$ cat src/hdl/tcfd_pkg.sv
// Package for the thruster command frame decoder.
// Holds frame layout, character codes, register indexes, reset values and lane types.
// No dependencies.
package tcfd_pkg;

    localparam int BYTE_W    = 8;
    localparam int PULSE_W   = 11;
    localparam int PWR_W     = 7;
    localparam int MAG_W     = 18;  // power (<=99) times span magnitude (<=2047)
    localparam int CFG_ADDR_W = 3;

    localparam int FRAME_LEN     = 13;
    localparam int BUF_BYTES_DEF = 15;

    // byte positions inside a good frame
    localparam int POS_MODE_A = 0;
    localparam int POS_A3     = 1;
    localparam int POS_A4     = 3;
    localparam int POS_A5     = 5;
    localparam int POS_MODE_B = 7;
    localparam int POS_B01    = 8;
    localparam int POS_B2     = 10;
    localparam int POS_LAMP   = 12;

    // character codes
    localparam logic [BYTE_W-1:0] CH_NUL = 8'h00;
    localparam logic [BYTE_W-1:0] CH_LF  = 8'h0A;
    localparam logic [BYTE_W-1:0] CH_CR  = 8'h0D;
    localparam logic [BYTE_W-1:0] CH_1   = 8'h31;
    localparam logic [BYTE_W-1:0] CH_2   = 8'h32;
    localparam logic [BYTE_W-1:0] CH_3   = 8'h33;
    localparam logic [BYTE_W-1:0] CH_4   = 8'h34;
    localparam logic [BYTE_W-1:0] CH_6   = 8'h36;
    localparam logic [BYTE_W-1:0] CH_7   = 8'h37;
    localparam logic [BYTE_W-1:0] CH_8   = 8'h38;
    localparam logic [BYTE_W-1:0] CH_9   = 8'h39;

    // two ASCII digits h,l: value = 10*h + l - 11*'0'
    localparam logic [12:0] PAIR_BIAS = 13'd528;
    localparam logic [PWR_W-1:0] POWER_MAX = 7'd99;

    // power scaling shifts
    localparam logic [1:0] DIV1 = 2'd0;
    localparam logic [1:0] DIV2 = 2'd1;
    localparam logic [1:0] DIV4 = 2'd2;

    // divide by 99: q0 = (m * RECIP_K) >> RECIP_SH is q or q-1 for m < 2^18
    localparam logic [11:0] RECIP_K  = 12'd2647;
    localparam int          RECIP_SH = 18;
    localparam logic [MAG_W-1:0] SPAN_DIV = 18'd99;

    // configuration register indexes
    localparam logic [CFG_ADDR_W-1:0] CFG_FWD_MIN = 3'd0;
    localparam logic [CFG_ADDR_W-1:0] CFG_FWD_MAX = 3'd1;
    localparam logic [CFG_ADDR_W-1:0] CFG_REV_MIN = 3'd2;
    localparam logic [CFG_ADDR_W-1:0] CFG_REV_MAX = 3'd3;
    localparam logic [CFG_ADDR_W-1:0] CFG_NEUTRAL = 3'd4;

    localparam logic [PULSE_W-1:0] FWD_MIN_RST = 11'd1525;
    localparam logic [PULSE_W-1:0] FWD_MAX_RST = 11'd1900;
    localparam logic [PULSE_W-1:0] REV_MIN_RST = 11'd1475;
    localparam logic [PULSE_W-1:0] REV_MAX_RST = 11'd1100;
    localparam logic [PULSE_W-1:0] NEUTRAL_RST = 11'd1500;

    typedef enum logic [1:0] {K_NEUTRAL, K_FWD, K_REV, K_HOLD} t_kind;
    typedef enum logic [1:0] {L_HOLD, L_ON, L_OFF} t_lamp;

    typedef struct packed {
        t_kind            kind;
        logic [PWR_W-1:0] pwr;
    } t_drv;

    typedef struct packed {
        t_kind              kind;
        logic               neg;
        logic [PULSE_W-1:0] base;
        logic [MAG_W-1:0]   mag;
    } t_prod;

    typedef struct packed {
        t_kind              kind;
        logic               neg;
        logic [PULSE_W-1:0] base;
        logic [MAG_W-1:0]   mag;
        logic [PULSE_W-1:0] q0;
    } t_quot;

endpackage

$ cat src/hdl/thruster_command_frame_decoder.sv
// Thruster command frame decoder: serial bytes in, six pulse widths and lamp state out.
// Depends on tcfd_pkg (constants, character codes, lane types).
//
// Usage: one byte (or a gap timeout) is taken per transfer, one per clock at most.
// A frame closes on a newline, on a timeout, or when BUF_BYTES bytes are held; a
// closing transfer with at least one buffered byte yields exactly one result. The
// closing transfer loads the frame snapshot; a decode stage, a span multiply stage,
// a reciprocal divide-by-99 estimate stage and the output register, which corrects
// the quotient, follow in that order. Results queue in those stages, so input keeps
// flowing while a result waits; the input stalls only once all stages are full.
// Configuration writes take effect at once and must be made while idle.
module thruster_command_frame_decoder #(
    parameter int BUF_BYTES = tcfd_pkg::BUF_BYTES_DEF
) (
    input  logic                                 i_clk,
    input  logic                                 i_rst_n,
    // configuration
    input  logic                                 i_cfg_we,
    input  logic [tcfd_pkg::CFG_ADDR_W-1:0]      i_cfg_addr,
    input  logic [tcfd_pkg::PULSE_W-1:0]         i_cfg_wdata,
    // input channel
    input  logic                                 i_in_valid,
    output logic                                 o_in_ready,
    input  logic [tcfd_pkg::BYTE_W-1:0]          i_rx_byte,
    input  logic                                 i_gap_timeout,
    // output channel
    output logic                                 o_out_valid,
    input  logic                                 i_out_ready,
    output logic [tcfd_pkg::PULSE_W-1:0]         o_pulse_t0,
    output logic [tcfd_pkg::PULSE_W-1:0]         o_pulse_t1,
    output logic [tcfd_pkg::PULSE_W-1:0]         o_pulse_t2,
    output logic [tcfd_pkg::PULSE_W-1:0]         o_pulse_t3,
    output logic [tcfd_pkg::PULSE_W-1:0]         o_pulse_t4,
    output logic [tcfd_pkg::PULSE_W-1:0]         o_pulse_t5,
    output logic                                 o_lamp_on,
    output logic                                 o_frame_error
);

    localparam int CNT_W = $clog2(BUF_BYTES + 1);
    localparam int NTHR  = 6;

    // ------------------------------------------------------------------
    // Configuration registers
    // ------------------------------------------------------------------
    logic [tcfd_pkg::PULSE_W-1:0] r_fwd_min, r_fwd_max, r_rev_min, r_rev_max, r_neutral;

    always_ff @(posedge i_clk) begin
        if (!i_rst_n) begin
            r_fwd_min <= tcfd_pkg::FWD_MIN_RST;
            r_fwd_max <= tcfd_pkg::FWD_MAX_RST;
            r_rev_min <= tcfd_pkg::REV_MIN_RST;
            r_rev_max <= tcfd_pkg::REV_MAX_RST;
            r_neutral <= tcfd_pkg::NEUTRAL_RST;
        end else if (i_cfg_we) begin
            unique case (i_cfg_addr)
                tcfd_pkg::CFG_FWD_MIN: r_fwd_min <= i_cfg_wdata;
                tcfd_pkg::CFG_FWD_MAX: r_fwd_max <= i_cfg_wdata;
                tcfd_pkg::CFG_REV_MIN: r_rev_min <= i_cfg_wdata;
                tcfd_pkg::CFG_REV_MAX: r_rev_max <= i_cfg_wdata;
                tcfd_pkg::CFG_NEUTRAL: r_neutral <= i_cfg_wdata;
                default: ;  // unused indexes are dropped
            endcase
        end
    end

    // ------------------------------------------------------------------
    // Pipeline handshake: each stage loads when empty or when it drains
    // ------------------------------------------------------------------
    logic r_a_valid, r_b_valid, r_c_valid, r_d_valid, r_out_valid;
    logic w_rdy_a, w_rdy_b, w_rdy_c, w_rdy_d, w_rdy_e;
    logic w_accept;

    assign w_rdy_e  = !r_out_valid || i_out_ready;
    assign w_rdy_d  = !r_d_valid || w_rdy_e;
    assign w_rdy_c  = !r_c_valid || w_rdy_d;
    assign w_rdy_b  = !r_b_valid || w_rdy_c;
    assign w_rdy_a  = !r_a_valid || w_rdy_b;
    assign w_accept = i_in_valid && w_rdy_a;
    assign o_in_ready = w_rdy_a;

    // ------------------------------------------------------------------
    // Frame assembly. Only the first FRAME_LEN bytes are kept; the length up
    // to the first NUL and a trailing CR are tracked as bytes arrive.
    // ------------------------------------------------------------------
    logic [tcfd_pkg::FRAME_LEN-1:0][tcfd_pkg::BYTE_W-1:0] r_buf, n_buf;
    logic [CNT_W-1:0] r_cnt, n_cnt, r_len, n_len, w_eff_len;
    logic             r_nul, n_nul, r_cr, n_cr;
    logic             w_end, w_event, w_good;

    always_comb begin
        n_buf = r_buf;
        n_cnt = r_cnt;
        n_len = r_len;
        n_nul = r_nul;
        n_cr  = r_cr;
        w_end = 1'b0;
        if (w_accept) begin
            if (i_gap_timeout || i_rx_byte == tcfd_pkg::CH_LF) begin
                w_end = 1'b1;
            end else begin
                for (int i = 0; i < tcfd_pkg::FRAME_LEN; i++) begin
                    if (r_cnt == CNT_W'(i)) n_buf[i] = i_rx_byte;
                end
                n_cnt = r_cnt + 1'b1;
                if (!r_nul && i_rx_byte != tcfd_pkg::CH_NUL) n_len = r_len + 1'b1;
                if (i_rx_byte == tcfd_pkg::CH_NUL) n_nul = 1'b1;
                n_cr = (i_rx_byte == tcfd_pkg::CH_CR);
                if (n_cnt == CNT_W'(BUF_BYTES)) w_end = 1'b1;
            end
        end
        // a trailing CR only shortens the length when no NUL came before it
        w_eff_len = (n_cr && !n_nul) ? n_len - 1'b1 : n_len;
        w_event   = w_end && (n_cnt != '0);
        w_good    = (w_eff_len == CNT_W'(tcfd_pkg::FRAME_LEN));
    end

    always_ff @(posedge i_clk) begin
        if (!i_rst_n) begin
            r_cnt <= '0;
            r_len <= '0;
            r_nul <= 1'b0;
            r_cr  <= 1'b0;
        end else if (w_end) begin
            r_cnt <= '0;
            r_len <= '0;
            r_nul <= 1'b0;
            r_cr  <= 1'b0;
        end else begin
            r_cnt <= n_cnt;
            r_len <= n_len;
            r_nul <= n_nul;
            r_cr  <= n_cr;
        end
    end

    always_ff @(posedge i_clk) begin
        r_buf <= n_buf;
    end

    // ------------------------------------------------------------------
    // Stage A: snapshot of a closed frame
    // ------------------------------------------------------------------
    logic [tcfd_pkg::FRAME_LEN-1:0][tcfd_pkg::BYTE_W-1:0] r_a_frm;
    logic r_a_good;

    always_ff @(posedge i_clk) begin
        if (w_rdy_a) begin
            r_a_frm  <= n_buf;
            r_a_good <= w_good;
        end
    end

    // ------------------------------------------------------------------
    // Stage B: decode modes, scale and clamp powers
    // ------------------------------------------------------------------
    function automatic logic [tcfd_pkg::PWR_W-1:0] f_power(
        input logic [tcfd_pkg::BYTE_W-1:0] hi,
        input logic [tcfd_pkg::BYTE_W-1:0] lo,
        input logic [1:0]                  sh
    );
        logic [12:0] raw;
        logic [11:0] v;
        logic [11:0] s;
        raw = 13'(hi) * 13'd10 + 13'(lo);
        // negative values clamp to zero whatever the rounding
        v = (raw < tcfd_pkg::PAIR_BIAS) ? 12'd0 : 12'(raw - tcfd_pkg::PAIR_BIAS);
        s = v >> sh;
        return (s > 12'(tcfd_pkg::POWER_MAX)) ? tcfd_pkg::POWER_MAX : s[tcfd_pkg::PWR_W-1:0];
    endfunction

    function automatic tcfd_pkg::t_drv f_drv(
        input tcfd_pkg::t_kind             kind,
        input logic [tcfd_pkg::PWR_W-1:0]  pwr
    );
        tcfd_pkg::t_drv d;
        d.kind = kind;
        d.pwr  = pwr;
        return d;
    endfunction

    tcfd_pkg::t_drv   w_b_drv [NTHR];
    tcfd_pkg::t_lamp  w_b_lamp;
    tcfd_pkg::t_drv   r_b_drv [NTHR];
    tcfd_pkg::t_lamp  r_b_lamp;
    logic             r_b_err;

    always_comb begin
        logic [tcfd_pkg::PWR_W-1:0] a3, a3h, a4, a4q, a5, a5h, a5q, b01, b2;
        tcfd_pkg::t_drv nz;
        a3  = f_power(r_a_frm[tcfd_pkg::POS_A3],  r_a_frm[tcfd_pkg::POS_A3+1],  tcfd_pkg::DIV1);
        a3h = f_power(r_a_frm[tcfd_pkg::POS_A3],  r_a_frm[tcfd_pkg::POS_A3+1],  tcfd_pkg::DIV2);
        a4  = f_power(r_a_frm[tcfd_pkg::POS_A4],  r_a_frm[tcfd_pkg::POS_A4+1],  tcfd_pkg::DIV1);
        a4q = f_power(r_a_frm[tcfd_pkg::POS_A4],  r_a_frm[tcfd_pkg::POS_A4+1],  tcfd_pkg::DIV4);
        a5  = f_power(r_a_frm[tcfd_pkg::POS_A5],  r_a_frm[tcfd_pkg::POS_A5+1],  tcfd_pkg::DIV1);
        a5h = f_power(r_a_frm[tcfd_pkg::POS_A5],  r_a_frm[tcfd_pkg::POS_A5+1],  tcfd_pkg::DIV2);
        a5q = f_power(r_a_frm[tcfd_pkg::POS_A5],  r_a_frm[tcfd_pkg::POS_A5+1],  tcfd_pkg::DIV4);
        b01 = f_power(r_a_frm[tcfd_pkg::POS_B01], r_a_frm[tcfd_pkg::POS_B01+1], tcfd_pkg::DIV1);
        b2  = f_power(r_a_frm[tcfd_pkg::POS_B2],  r_a_frm[tcfd_pkg::POS_B2+1],  tcfd_pkg::DIV1);
        nz  = f_drv(tcfd_pkg::K_NEUTRAL, '0);

        // rear group: thrusters 5, 4, 3
        unique case (r_a_frm[tcfd_pkg::POS_MODE_A])
            tcfd_pkg::CH_1: begin
                w_b_drv[5] = f_drv(tcfd_pkg::K_FWD, a5);
                w_b_drv[4] = f_drv(tcfd_pkg::K_FWD, a4q);
                w_b_drv[3] = f_drv(tcfd_pkg::K_FWD, a3h);
            end
            tcfd_pkg::CH_2: begin
                w_b_drv[5] = f_drv(tcfd_pkg::K_FWD, a5);
                w_b_drv[4] = f_drv(tcfd_pkg::K_FWD, a4);
                w_b_drv[3] = f_drv(tcfd_pkg::K_FWD, a3);
            end
            tcfd_pkg::CH_3: begin
                w_b_drv[5] = f_drv(tcfd_pkg::K_FWD, a5h);
                w_b_drv[4] = f_drv(tcfd_pkg::K_FWD, a4q);
                w_b_drv[3] = f_drv(tcfd_pkg::K_FWD, a3);
            end
            tcfd_pkg::CH_4: begin
                w_b_drv[5] = f_drv(tcfd_pkg::K_REV, a5);
                w_b_drv[4] = nz;
                w_b_drv[3] = f_drv(tcfd_pkg::K_FWD, a3);
            end
            tcfd_pkg::CH_6: begin
                w_b_drv[5] = f_drv(tcfd_pkg::K_FWD, a5);
                w_b_drv[4] = nz;
                w_b_drv[3] = f_drv(tcfd_pkg::K_REV, a3);
            end
            tcfd_pkg::CH_7: begin
                // all three from power A5
                w_b_drv[5] = f_drv(tcfd_pkg::K_REV, a5);
                w_b_drv[4] = f_drv(tcfd_pkg::K_REV, a5q);
                w_b_drv[3] = f_drv(tcfd_pkg::K_REV, a5h);
            end
            tcfd_pkg::CH_8: begin
                w_b_drv[5] = f_drv(tcfd_pkg::K_REV, a5);
                w_b_drv[4] = f_drv(tcfd_pkg::K_REV, a4);
                w_b_drv[3] = f_drv(tcfd_pkg::K_REV, a3);
            end
            tcfd_pkg::CH_9: begin
                w_b_drv[5] = f_drv(tcfd_pkg::K_REV, a5h);
                w_b_drv[4] = f_drv(tcfd_pkg::K_REV, a4q);
                w_b_drv[3] = f_drv(tcfd_pkg::K_REV, a3);
            end
            default: begin
                w_b_drv[5] = nz;
                w_b_drv[4] = nz;
                w_b_drv[3] = nz;
            end
        endcase

        // vertical group: thrusters 0, 1, 2
        unique case (r_a_frm[tcfd_pkg::POS_MODE_B])
            tcfd_pkg::CH_2: begin
                w_b_drv[0] = f_drv(tcfd_pkg::K_FWD, b01);
                w_b_drv[1] = f_drv(tcfd_pkg::K_FWD, b01);
                w_b_drv[2] = f_drv(tcfd_pkg::K_FWD, b2);
            end
            tcfd_pkg::CH_8: begin
                w_b_drv[0] = f_drv(tcfd_pkg::K_REV, b01);
                w_b_drv[1] = f_drv(tcfd_pkg::K_REV, b01);
                w_b_drv[2] = f_drv(tcfd_pkg::K_REV, b2);
            end
            tcfd_pkg::CH_4: begin
                w_b_drv[0] = f_drv(tcfd_pkg::K_FWD, b01);
                w_b_drv[1] = f_drv(tcfd_pkg::K_FWD, b01);
                w_b_drv[2] = f_drv(tcfd_pkg::K_HOLD, '0);
            end
            tcfd_pkg::CH_6: begin
                w_b_drv[0] = f_drv(tcfd_pkg::K_REV, b01);
                w_b_drv[1] = f_drv(tcfd_pkg::K_REV, b01);
                w_b_drv[2] = f_drv(tcfd_pkg::K_HOLD, '0);
            end
            default: begin
                w_b_drv[0] = nz;
                w_b_drv[1] = nz;
                w_b_drv[2] = nz;
            end
        endcase

        unique case (r_a_frm[tcfd_pkg::POS_LAMP])
            tcfd_pkg::CH_1: w_b_lamp = tcfd_pkg::L_ON;
            tcfd_pkg::CH_2: w_b_lamp = tcfd_pkg::L_OFF;
            default:        w_b_lamp = tcfd_pkg::L_HOLD;
        endcase

        // a bad frame touches nothing
        if (!r_a_good) begin
            for (int i = 0; i < NTHR; i++) w_b_drv[i] = f_drv(tcfd_pkg::K_HOLD, '0);
            w_b_lamp = tcfd_pkg::L_HOLD;
        end
    end

    always_ff @(posedge i_clk) begin
        if (w_rdy_b) begin
            r_b_drv  <= w_b_drv;
            r_b_lamp <= w_b_lamp;
            r_b_err  <= !r_a_good;
        end
    end

    // ------------------------------------------------------------------
    // Stage C: power times span magnitude
    // ------------------------------------------------------------------
    tcfd_pkg::t_prod  w_c_lane [NTHR];
    tcfd_pkg::t_prod  r_c_lane [NTHR];
    tcfd_pkg::t_lamp  r_c_lamp;
    logic             r_c_err;

    always_comb begin
        logic [tcfd_pkg::PULSE_W-1:0] lo_v, hi_v, magd;
        logic [tcfd_pkg::PULSE_W:0]   diff;
        for (int i = 0; i < NTHR; i++) begin
            if (r_b_drv[i].kind == tcfd_pkg::K_REV) begin
                lo_v = r_rev_min;
                hi_v = r_rev_max;
            end else begin
                lo_v = r_fwd_min;
                hi_v = r_fwd_max;
            end
            diff = {1'b0, hi_v} - {1'b0, lo_v};
            magd = diff[tcfd_pkg::PULSE_W] ? tcfd_pkg::PULSE_W'(12'd0 - diff)
                                           : diff[tcfd_pkg::PULSE_W-1:0];
            w_c_lane[i].kind = r_b_drv[i].kind;
            w_c_lane[i].neg  = diff[tcfd_pkg::PULSE_W];
            w_c_lane[i].base = lo_v;
            w_c_lane[i].mag  = {11'd0, r_b_drv[i].pwr} * {7'd0, magd};
        end
    end

    always_ff @(posedge i_clk) begin
        if (w_rdy_c) begin
            r_c_lane <= w_c_lane;
            r_c_lamp <= r_b_lamp;
            r_c_err  <= r_b_err;
        end
    end

    // ------------------------------------------------------------------
    // Stage D: reciprocal multiply, quotient estimate low by at most one
    // ------------------------------------------------------------------
    tcfd_pkg::t_quot  w_d_lane [NTHR];
    tcfd_pkg::t_quot  r_d_lane [NTHR];
    tcfd_pkg::t_lamp  r_d_lamp;
    logic             r_d_err;

    always_comb begin
        logic [29:0] prod;
        for (int i = 0; i < NTHR; i++) begin
            prod = {12'd0, r_c_lane[i].mag} * {18'd0, tcfd_pkg::RECIP_K};
            w_d_lane[i].kind = r_c_lane[i].kind;
            w_d_lane[i].neg  = r_c_lane[i].neg;
            w_d_lane[i].base = r_c_lane[i].base;
            w_d_lane[i].mag  = r_c_lane[i].mag;
            w_d_lane[i].q0   = tcfd_pkg::PULSE_W'(prod >> tcfd_pkg::RECIP_SH);
        end
    end

    always_ff @(posedge i_clk) begin
        if (w_rdy_d) begin
            r_d_lane <= w_d_lane;
            r_d_lamp <= r_c_lamp;
            r_d_err  <= r_c_err;
        end
    end

    // ------------------------------------------------------------------
    // Stage E: quotient correction, sign, offset; pulse state is the output
    // ------------------------------------------------------------------
    logic [NTHR-1:0][tcfd_pkg::PULSE_W-1:0] r_pulse, w_e_pulse;
    logic r_lamp, w_e_lamp, r_err;

    always_comb begin
        logic [tcfd_pkg::MAG_W-1:0]   rem;
        logic [tcfd_pkg::PULSE_W-1:0] q;
        for (int i = 0; i < NTHR; i++) begin
            rem = r_d_lane[i].mag - tcfd_pkg::MAG_W'(r_d_lane[i].q0) * tcfd_pkg::SPAN_DIV;
            q   = r_d_lane[i].q0 + tcfd_pkg::PULSE_W'(rem >= tcfd_pkg::SPAN_DIV);
            case (r_d_lane[i].kind)
                tcfd_pkg::K_FWD,
                tcfd_pkg::K_REV:     w_e_pulse[i] = r_d_lane[i].neg ? r_d_lane[i].base - q
                                                                     : r_d_lane[i].base + q;
                tcfd_pkg::K_NEUTRAL: w_e_pulse[i] = r_neutral;
                default:             w_e_pulse[i] = r_pulse[i];
            endcase
        end
        case (r_d_lamp)
            tcfd_pkg::L_ON:  w_e_lamp = 1'b1;
            tcfd_pkg::L_OFF: w_e_lamp = 1'b0;
            default:         w_e_lamp = r_lamp;
        endcase
    end

    always_ff @(posedge i_clk) begin
        if (!i_rst_n) begin
            for (int i = 0; i < NTHR; i++) r_pulse[i] <= tcfd_pkg::NEUTRAL_RST;
            r_lamp <= 1'b0;
            r_err  <= 1'b0;
        end else if (w_rdy_e && r_d_valid) begin
            r_pulse <= w_e_pulse;
            r_lamp  <= w_e_lamp;
            r_err   <= r_d_err;
        end
    end

    // stage valid flags
    always_ff @(posedge i_clk) begin
        if (!i_rst_n) begin
            r_a_valid   <= 1'b0;
            r_b_valid   <= 1'b0;
            r_c_valid   <= 1'b0;
            r_d_valid   <= 1'b0;
            r_out_valid <= 1'b0;
        end else begin
            if (w_rdy_a) r_a_valid   <= w_accept && w_event;
            if (w_rdy_b) r_b_valid   <= r_a_valid;
            if (w_rdy_c) r_c_valid   <= r_b_valid;
            if (w_rdy_d) r_d_valid   <= r_c_valid;
            if (w_rdy_e) r_out_valid <= r_d_valid;
        end
    end

    assign o_out_valid   = r_out_valid;
    assign o_pulse_t0    = r_pulse[0];
    assign o_pulse_t1    = r_pulse[1];
    assign o_pulse_t2    = r_pulse[2];
    assign o_pulse_t3    = r_pulse[3];
    assign o_pulse_t4    = r_pulse[4];
    assign o_pulse_t5    = r_pulse[5];
    assign o_lamp_on     = r_lamp;
    assign o_frame_error = r_err;

    // ------------------------------------------------------------------
    // Assertions
    // ------------------------------------------------------------------
    a_cnt_bound: assert property (@(posedge i_clk) disable iff (!i_rst_n)
        r_cnt < CNT_W'(BUF_BYTES))
        else $error("byte count reached buffer size without closing the frame");

    a_len_le_cnt: assert property (@(posedge i_clk) disable iff (!i_rst_n)
        r_len <= r_cnt)
        else $error("frame length exceeds buffered byte count");

    a_err_holds: assert property (@(posedge i_clk) disable iff (!i_rst_n)
        (r_d_valid && w_rdy_e && r_d_err) |=>
            (r_pulse == $past(r_pulse) && o_frame_error && o_out_valid))
        else $error("bad frame changed pulse outputs");

    a_stall_full: assert property (@(posedge i_clk) disable iff (!i_rst_n)
        !o_in_ready |-> (r_a_valid && r_b_valid && r_c_valid && r_d_valid && r_out_valid))
        else $error("input stalled while a pipeline stage is free");

endmodule
$ cat config.mk
export PLATFORM = sky130hd
export DESIGN_NAME = thruster_command_frame_decoder
export DESIGN_NICKNAME = d
export VERILOG_FILES = /design/src/hdl/tcfd_pkg.sv /design/src/hdl/thruster_command_frame_decoder.sv
export SDC_FILE = /design/constraint.sdc
export NUM_CORES = 2
export LEC_CHECK = 0
export ABC_CLOCK_PERIOD_IN_PS = 8200
export BUFFER_PORTS_ARGS = -buffer_cell sky130_fd_sc_hd__buf_4
export CAP_MARGIN = 40
export CORE_MARGIN = 2
export CORE_UTILIZATION = 40
export DETAILED_ROUTE_END_ITERATION = 6
export MAX_ROUTING_LAYER = met4
export PLACE_DENSITY = 0.64
export SETUP_SLACK_MARGIN = 0.15
export SLEW_MARGIN = 20
export SYNTH_ARGS = -nofsm -noshare
export SYNTH_HDL_FRONTEND = slang
export SYNTH_SLANG_ARGS = --single-unit
$ cat constraint.sdc
create_clock -name i_clk -period 8.2 [get_ports i_clk]
set_input_delay 0.41 -clock i_clk [delete_from_list [all_inputs] [get_ports i_clk]]
set_output_delay 0.41 -clock i_clk [all_outputs]
set_load 0.03 [all_outputs]
# Word level (Yosys, flattened, before mapping)
# Cells that the tools add are included.
# totals
regBits	860
input_bits	28
word_cells	402
# op_classes
addsub	49
n_mul	23
order_cmp	20
eq_ne	54
n_mux	77
n_bitwise	1
n_reduce_logical	57
# op_table
op	n
2-to-1 mux 11 bit	24
one-hot mux 27 bit (8 select lines)	1
2-to-1 mux 104 bit	2
multiplier 18 x 12 -> 29 bit, second input constant	6
one-hot mux 11 bit (2 select lines)	6
equality test 8 x 6 -> 1 bit, second input constant	14
greater-or-equal comparator 18 x 7 -> 1 bit, second input constant	6
multiplier 11 x 7 -> 18 bit, second input constant	6
multiplier 7 x 11 -> 18 bit	6
one-hot mux 27 bit (4 select lines)	1
subtractor 18 bit	6
2-to-1 mux 8 bit	13
subtractor 11 x 11 -> 12 bit	6
adder 11 x 1 -> 11 bit	6
adder 11 bit	6
subtractor 1 x 11 -> 11 bit, first input constant	6
subtractor 11 bit	6
adder 12 x 8 -> 13 bit	5
< comparator 13 x 10 -> 1 bit, second input constant	5
2-to-1 mux 7 bit	9
greater-than comparator 12 x 7 -> 1 bit, second input constant	5
2-to-1 mux 12 bit	5
subtractor 12 x 10 -> 12 bit, second input constant	5
multiplier 8 x 3 -> 11 bit, second input constant	5
31 further kinds	121

# Longest topological paths before layout
# depth
depth_word	12
ltp_mapped	35
mapped_depth_nobuf	35

# Worst setup path after synthesis
# OpenSTA, ideal clock, no wires.
# synth_timing
path_kind	register to register
startpoint	register r_d_lane[217] in the netlist's numbering
endpoint	register r_pulse (netlist bit o_pulse_t0[9])
t_arrival_ns	7.615
required_time_ns	8.078
setup_slack_ns	0.464
stages_incl_launch_ff	35
n_path_buf	1
period_less_slack_ns	7.736
path_cell_list	edfxtp_1 > ha_1 > fa_1 > inv_1 > fa_1 > inv_1 > fa_1 > inv_1 > ha_1 > clkbuf_1 > a21oi_1 > nand2_1 > o32ai_1 > o21ai_0 > o21a_1 > o22ai_1 > mux2i_1 > nand4_1 > or4_1 > ha_1 > ha_1 > inv_1 > ha_1 > mux2i_1 > ha_1 > nor2b_1 > o21ai_0 > a21oi_1 > o21ai_0 > a21boi_0 > o21ai_0 > nand2b_1 > a311oi_1 > xnor2_1 > o311a_1
# synth_via
elab_chain_len	7
elab_cells_between_ends	8
# synth_lines
element	line	rtl
start: declaration	thruster_command_frame_decoder.sv:342	tcfd_pkg::t_quot r_d_lane [NTHR];
start signal: assignment	thruster_command_frame_decoder.sv:360	r_d_lane <= w_d_lane;
multiplier 11 x 7 -> 18 bit	thruster_command_frame_decoder.sv:376	rem = r_d_lane[i].mag - tcfd_pkg::MAG_W'(r_d_lane[i].q0) * tcfd_pkg::SPAN_DIV;
subtractor 18 bit	thruster_command_frame_decoder.sv:376	
greater-or-equal comparator 18 x 7 -> 1 bit	thruster_command_frame_decoder.sv:377	q = r_d_lane[i].q0 + tcfd_pkg::PULSE_W'(rem >= tcfd_pkg::SPAN_DIV);
adder 11 x 1 -> 11 bit *	thruster_command_frame_decoder.sv:377	
adder 11 bit / subtractor 11 bit (equally long branches)	thruster_command_frame_decoder.sv:381, thruster_command_frame_decoder.sv:380	
2-to-1 mux 11 bit *	thruster_command_frame_decoder.sv:380	tcfd_pkg::K_REV: w_e_pulse[i] = r_d_lane[i].neg ? r_d_lane[i].base - q
one-hot mux 11 bit (2 select lines) *	thruster_command_frame_decoder.sv:378	case (r_d_lane[i].kind)
end signal: assignment	thruster_command_frame_decoder.sv:399	r_pulse <= w_e_pulse;
end: declaration	thruster_command_frame_decoder.sv:369	logic [NTHR-1:0][tcfd_pkg::PULSE_W-1:0] r_pulse, w_e_pulse;
# Mark *: on every way between the ends. The rest lies on a longest branch, timed or not.
# A chain may end at the register's enable or synchronous reset.

# Worst setup path after layout
# Same ends and word-level chain as after synthesis.

==> impl_results.md <==
- Iter 0 DRT Violations: 3165
- Crit path launch type: register
- Static leakage: approximately 0.043 uW
- Final worst slack: 0.419 ns
- Area of the multi-input gates: 52100 um^2
- Syn Area/Cell: 10.0 um^2
- Commonest non-fill, non-tap cells in the layout: inv_1, ha_1, fa_1
- Detailed placement HPWL: 146 mm
- Overflow after GRT: 0
- Relative slew slack: 35.7%
- Mapped cell area: about 80000 um^2
- # IOs: 98
- Chip width: 446 um
- Share of cells above drive strength 1: 9.13%
- Ys flop type: edfxtp_1
- EDFF count, synth: ~530
- Post-synthesis adder-cell area fraction: 36.9%
- CP peak stage delay: 0.54 ns
- Slowest-stage cell, CP: or4_4
- Seq pwr share: 43.8%
- Max Root-Sink Buffers: 3
- Nets: 9863
- Cell variety after synth: 96
- Switch Pwr: 2660 uW
- Mapped Cells: 7774
- Cts bufs inserted: 86
- DR DRC count: 0
- Initial antenna violation count: 19
- YS warnings: 0
- Max Slew Vio Count: 0
- TritonCTS clock tree: done
- Pin count of the biggest net entering global routing: between 90 and 100
- R2r setup slk: 0.42 ns
- VDD IR max: 0.144 mV
- Commonest non-fill, non-tap cell in the layout: inv_1
- Pre-CTS WS: -0.142 ns
- Crit path DAT: 8.35 ns
- Rows: 162
- Fin crit period: 7.78 ns
- Clock Power Share: 41.1%
- Critical Path Sink Type: register
- First-pass iteration count of the detailed router: 6
- Clock tree root driver cell: clkbuf_16
- Main combinational cell family by area after synthesis: adder cells
- Post-synthesis sequential area ratio: 26.5%
- Outcome: finished clean
- Wirelength, routed: roughly 180 mm
- First-pass GRT wire length: 295 mm
- Max-cap check violation count: 0
- Average vias per placed instance: approximately 5.2
- Gr usage total: 19.1%
- Post-Synth Simple-Gate Area: 10.9%
- Actual slew at the worst max-slew pin: 0.963 ns
- CP max FO: 4
- RSZ-0062 raised after global routing: yes
- Mux cell area share after synthesis: 3.56%
- Final Core Density: 44.3%
- Drt wl/cell: roughly 17 um
- Non-filler instance count after layout: between 10k and 15k
- GP Congestion: 0.923
- Post-Synth XOR/XNOR Area: 5.26%
- Cell mode on critical path: inv_1
- Fmax: 129 MHz
- Post-route ant nets: 0
- Post-route setup TNS: 0 ns
- Required time of the critical path: roughly 8.8 ns
- FILL cells: approximately 18k
- Net Sw Frac: 27.3%
- Setup Viol. Count Final: 0
- Net Count, Synth: 9670
- Worst-Skew Late Latency: between 0.7 and 0.8 ns
- Storage cell area: 20700 um^2
- Synth async-reset ratio: 0%
- P&R area growth vs syn: 10.4%
- Synth Area in Compound Gates: 9.45%
- Vias in the first global route: 55.7k
- Power density cells: between 100 and 150 nW/um^2
- Final hold viol count: 0
- Placed instance count: ~10k
- Core Area: just under 200000 um^2
- Logic pwr share: 15.2%
- PortBufs: 97
- Vias: 54.8k
- Starting Density: 40.2%
- Clock sink count: ~770
- Die ar.: 199000 um^2
- Clock slew seen by the registers of the worst setup and hold paths: 0.06 ns
- H-tree levels: 3
- Crit path kind: reg -> reg
- Worst Clk Skew: 0.0272 ns
- Yosys reg bits: about 770
- Die Ht: 446 um
- Worst min-delay path class: in -> reg
- Final period util: 94.9%
- Int Pwr: 7100 uW
worst paths after layout:
kind                       from            end  cells after the start
setup / recovery  r_d_lane[217]  o_pulse_t0[9]                     33
hold / removal    i_cfg_addr[1]   r_fwd_max[0]                      4
setup reg to reg  r_d_lane[217]  o_pulse_t0[9]                     33
hold reg to reg    r_c_lane[84]  r_d_lane[117]                      0
kinds of logic after synthesis:
family	count (synthesis)
AOI/OAI and AO/OA	1120
xor gates and xnor gates	467
adders and majority gates	1868
buffers and inverters	1545
DFF	765
muxes	251
and+or+nand+nor	1758
registers in the layout, indices dropped and copies added, names as in the netlist, 45 cells and up:
signal / count
r_d_lane: 215
r_c_lane: 160
r_a_frm: 104
r_buf: 104
r_b_drv: 45
layout make-up:
| class | count | area share [%] |
|---|---|---|
| clock buffer | 115 | 2.86 |
| clock inverter | 46 | 0.573 |
| antenna | 15 | 0.0435 |
| sequential | 765 | 24.0 |
| multi-input combinational | 5464 | 60.4 |
| timing repair buffer | 244 | 2.30 |
| tap | 2542 | 3.69 |
| inverter | 1406 | 6.13 |
power by group through the flow:
| stage | logic, uW | clock network (uW) | registers, uW |
|---|---|---|---|
| 6_report | 1480 | 4010 | 4270 |
| 5_1_grt | 1640 | 4240 | 4280 |
| 3_5_place_dp | 1430 | 0 | 4350 |
| 3_3_place_gp | 1390 | 0 | 4350 |
| 4_1_cts | 1450 | 4110 | 4270 |
| 2_1_floorplan | 1030 | 0 | 4290 |
worst max-delay path, delay by kind of cell, from the launching register on:
family          cells  cell delay [ns]
xor+xnor            1             0.10
mux                 2             0.37
fa+ha+maj           9             3.15
buf+inv             6             0.44
flops               1             0.46
compound gates     12             2.31
simple gates        3             0.80
synthesized netlist by cell type, types with 24 or more instances:
| library cell | instances | area (um^2) |
|---|---|---|
| a31oi_1 | 60 | 375 |
| and3_1 | 42 | 263 |
| mux2_2 | 215 | 2420 |
| a21oi_1 | 274 | 1370 |
| a21o_1 | 73 | 548 |
| o21bai_1 | 34 | 255 |
| inv_1 | 1405 | 5270 |
| xor2_1 | 142 | 1240 |
| a21boi_0 | 51 | 383 |
| nand4_1 | 26 | 163 |
| clkbuf_1 | 110 | 413 |
| or3_1 | 50 | 313 |
| o21a_1 | 47 | 353 |
| nand2_1 | 632 | 2370 |
| nand3_1 | 128 | 641 |
| xnor2_1 | 324 | 2840 |
| nor2b_1 | 109 | 682 |
| fa_1 | 725 | 14500 |
| nor2_1 | 292 | 1100 |
| nor3_1 | 143 | 716 |
| o211ai_1 | 44 | 330 |
| mux2i_1 | 36 | 360 |
| edfxtp_1 | 534 | 16000 |
| nor4_1 | 26 | 163 |
| nand2b_1 | 80 | 500 |
| or2_2 | 24 | 150 |
| and2_1 | 128 | 801 |
| o21ai_0 | 248 | 1240 |
| a211oi_1 | 41 | 308 |
| ha_1 | 1143 | 14300 |
| dfxtp_1 | 231 | 4620 |
| a211o_1 | 26 | 228 |
metrics by stage:
step	area, um^2	hold slack, ns	power (uW)
after global routing	86200	0.0994	10200
after CTS	85300	0.0510	9820
final	86200	0.0988	9770
after global placement	82000	0.402	5740
after floorplan	78100	0.400	5330
after detailed placement	82200	0.405	5780
routing by layer:
| layer | vias up | wire length [um] | global-route usage, % |
|---|---|---|---|
| met5 | - | 0 | - |
| met4 | 0 | 6520 | 6.63 |
| met3 | 308 | 7350 | 2.19 |
| met2 | 1020 | 90200 | 32.2 |
| met1 | 26800 | 79500 | 23.6 |
| li1 | 26600 | - | - |
what timing repair did:
| item | 4_1_cts | 5_1_grt |
|---|---|---|
| hold buffers | 11 | 0 |
| endpoints found under the hold margin | 55 | 0 |
| resized for setup | 14 | 110 |
| pin swaps | 0 | 26 |
| setup endpoints to repair | 8 | 37 |
| buffers inserted | 3 | 32 |
(Power assumes the default switching activity.)
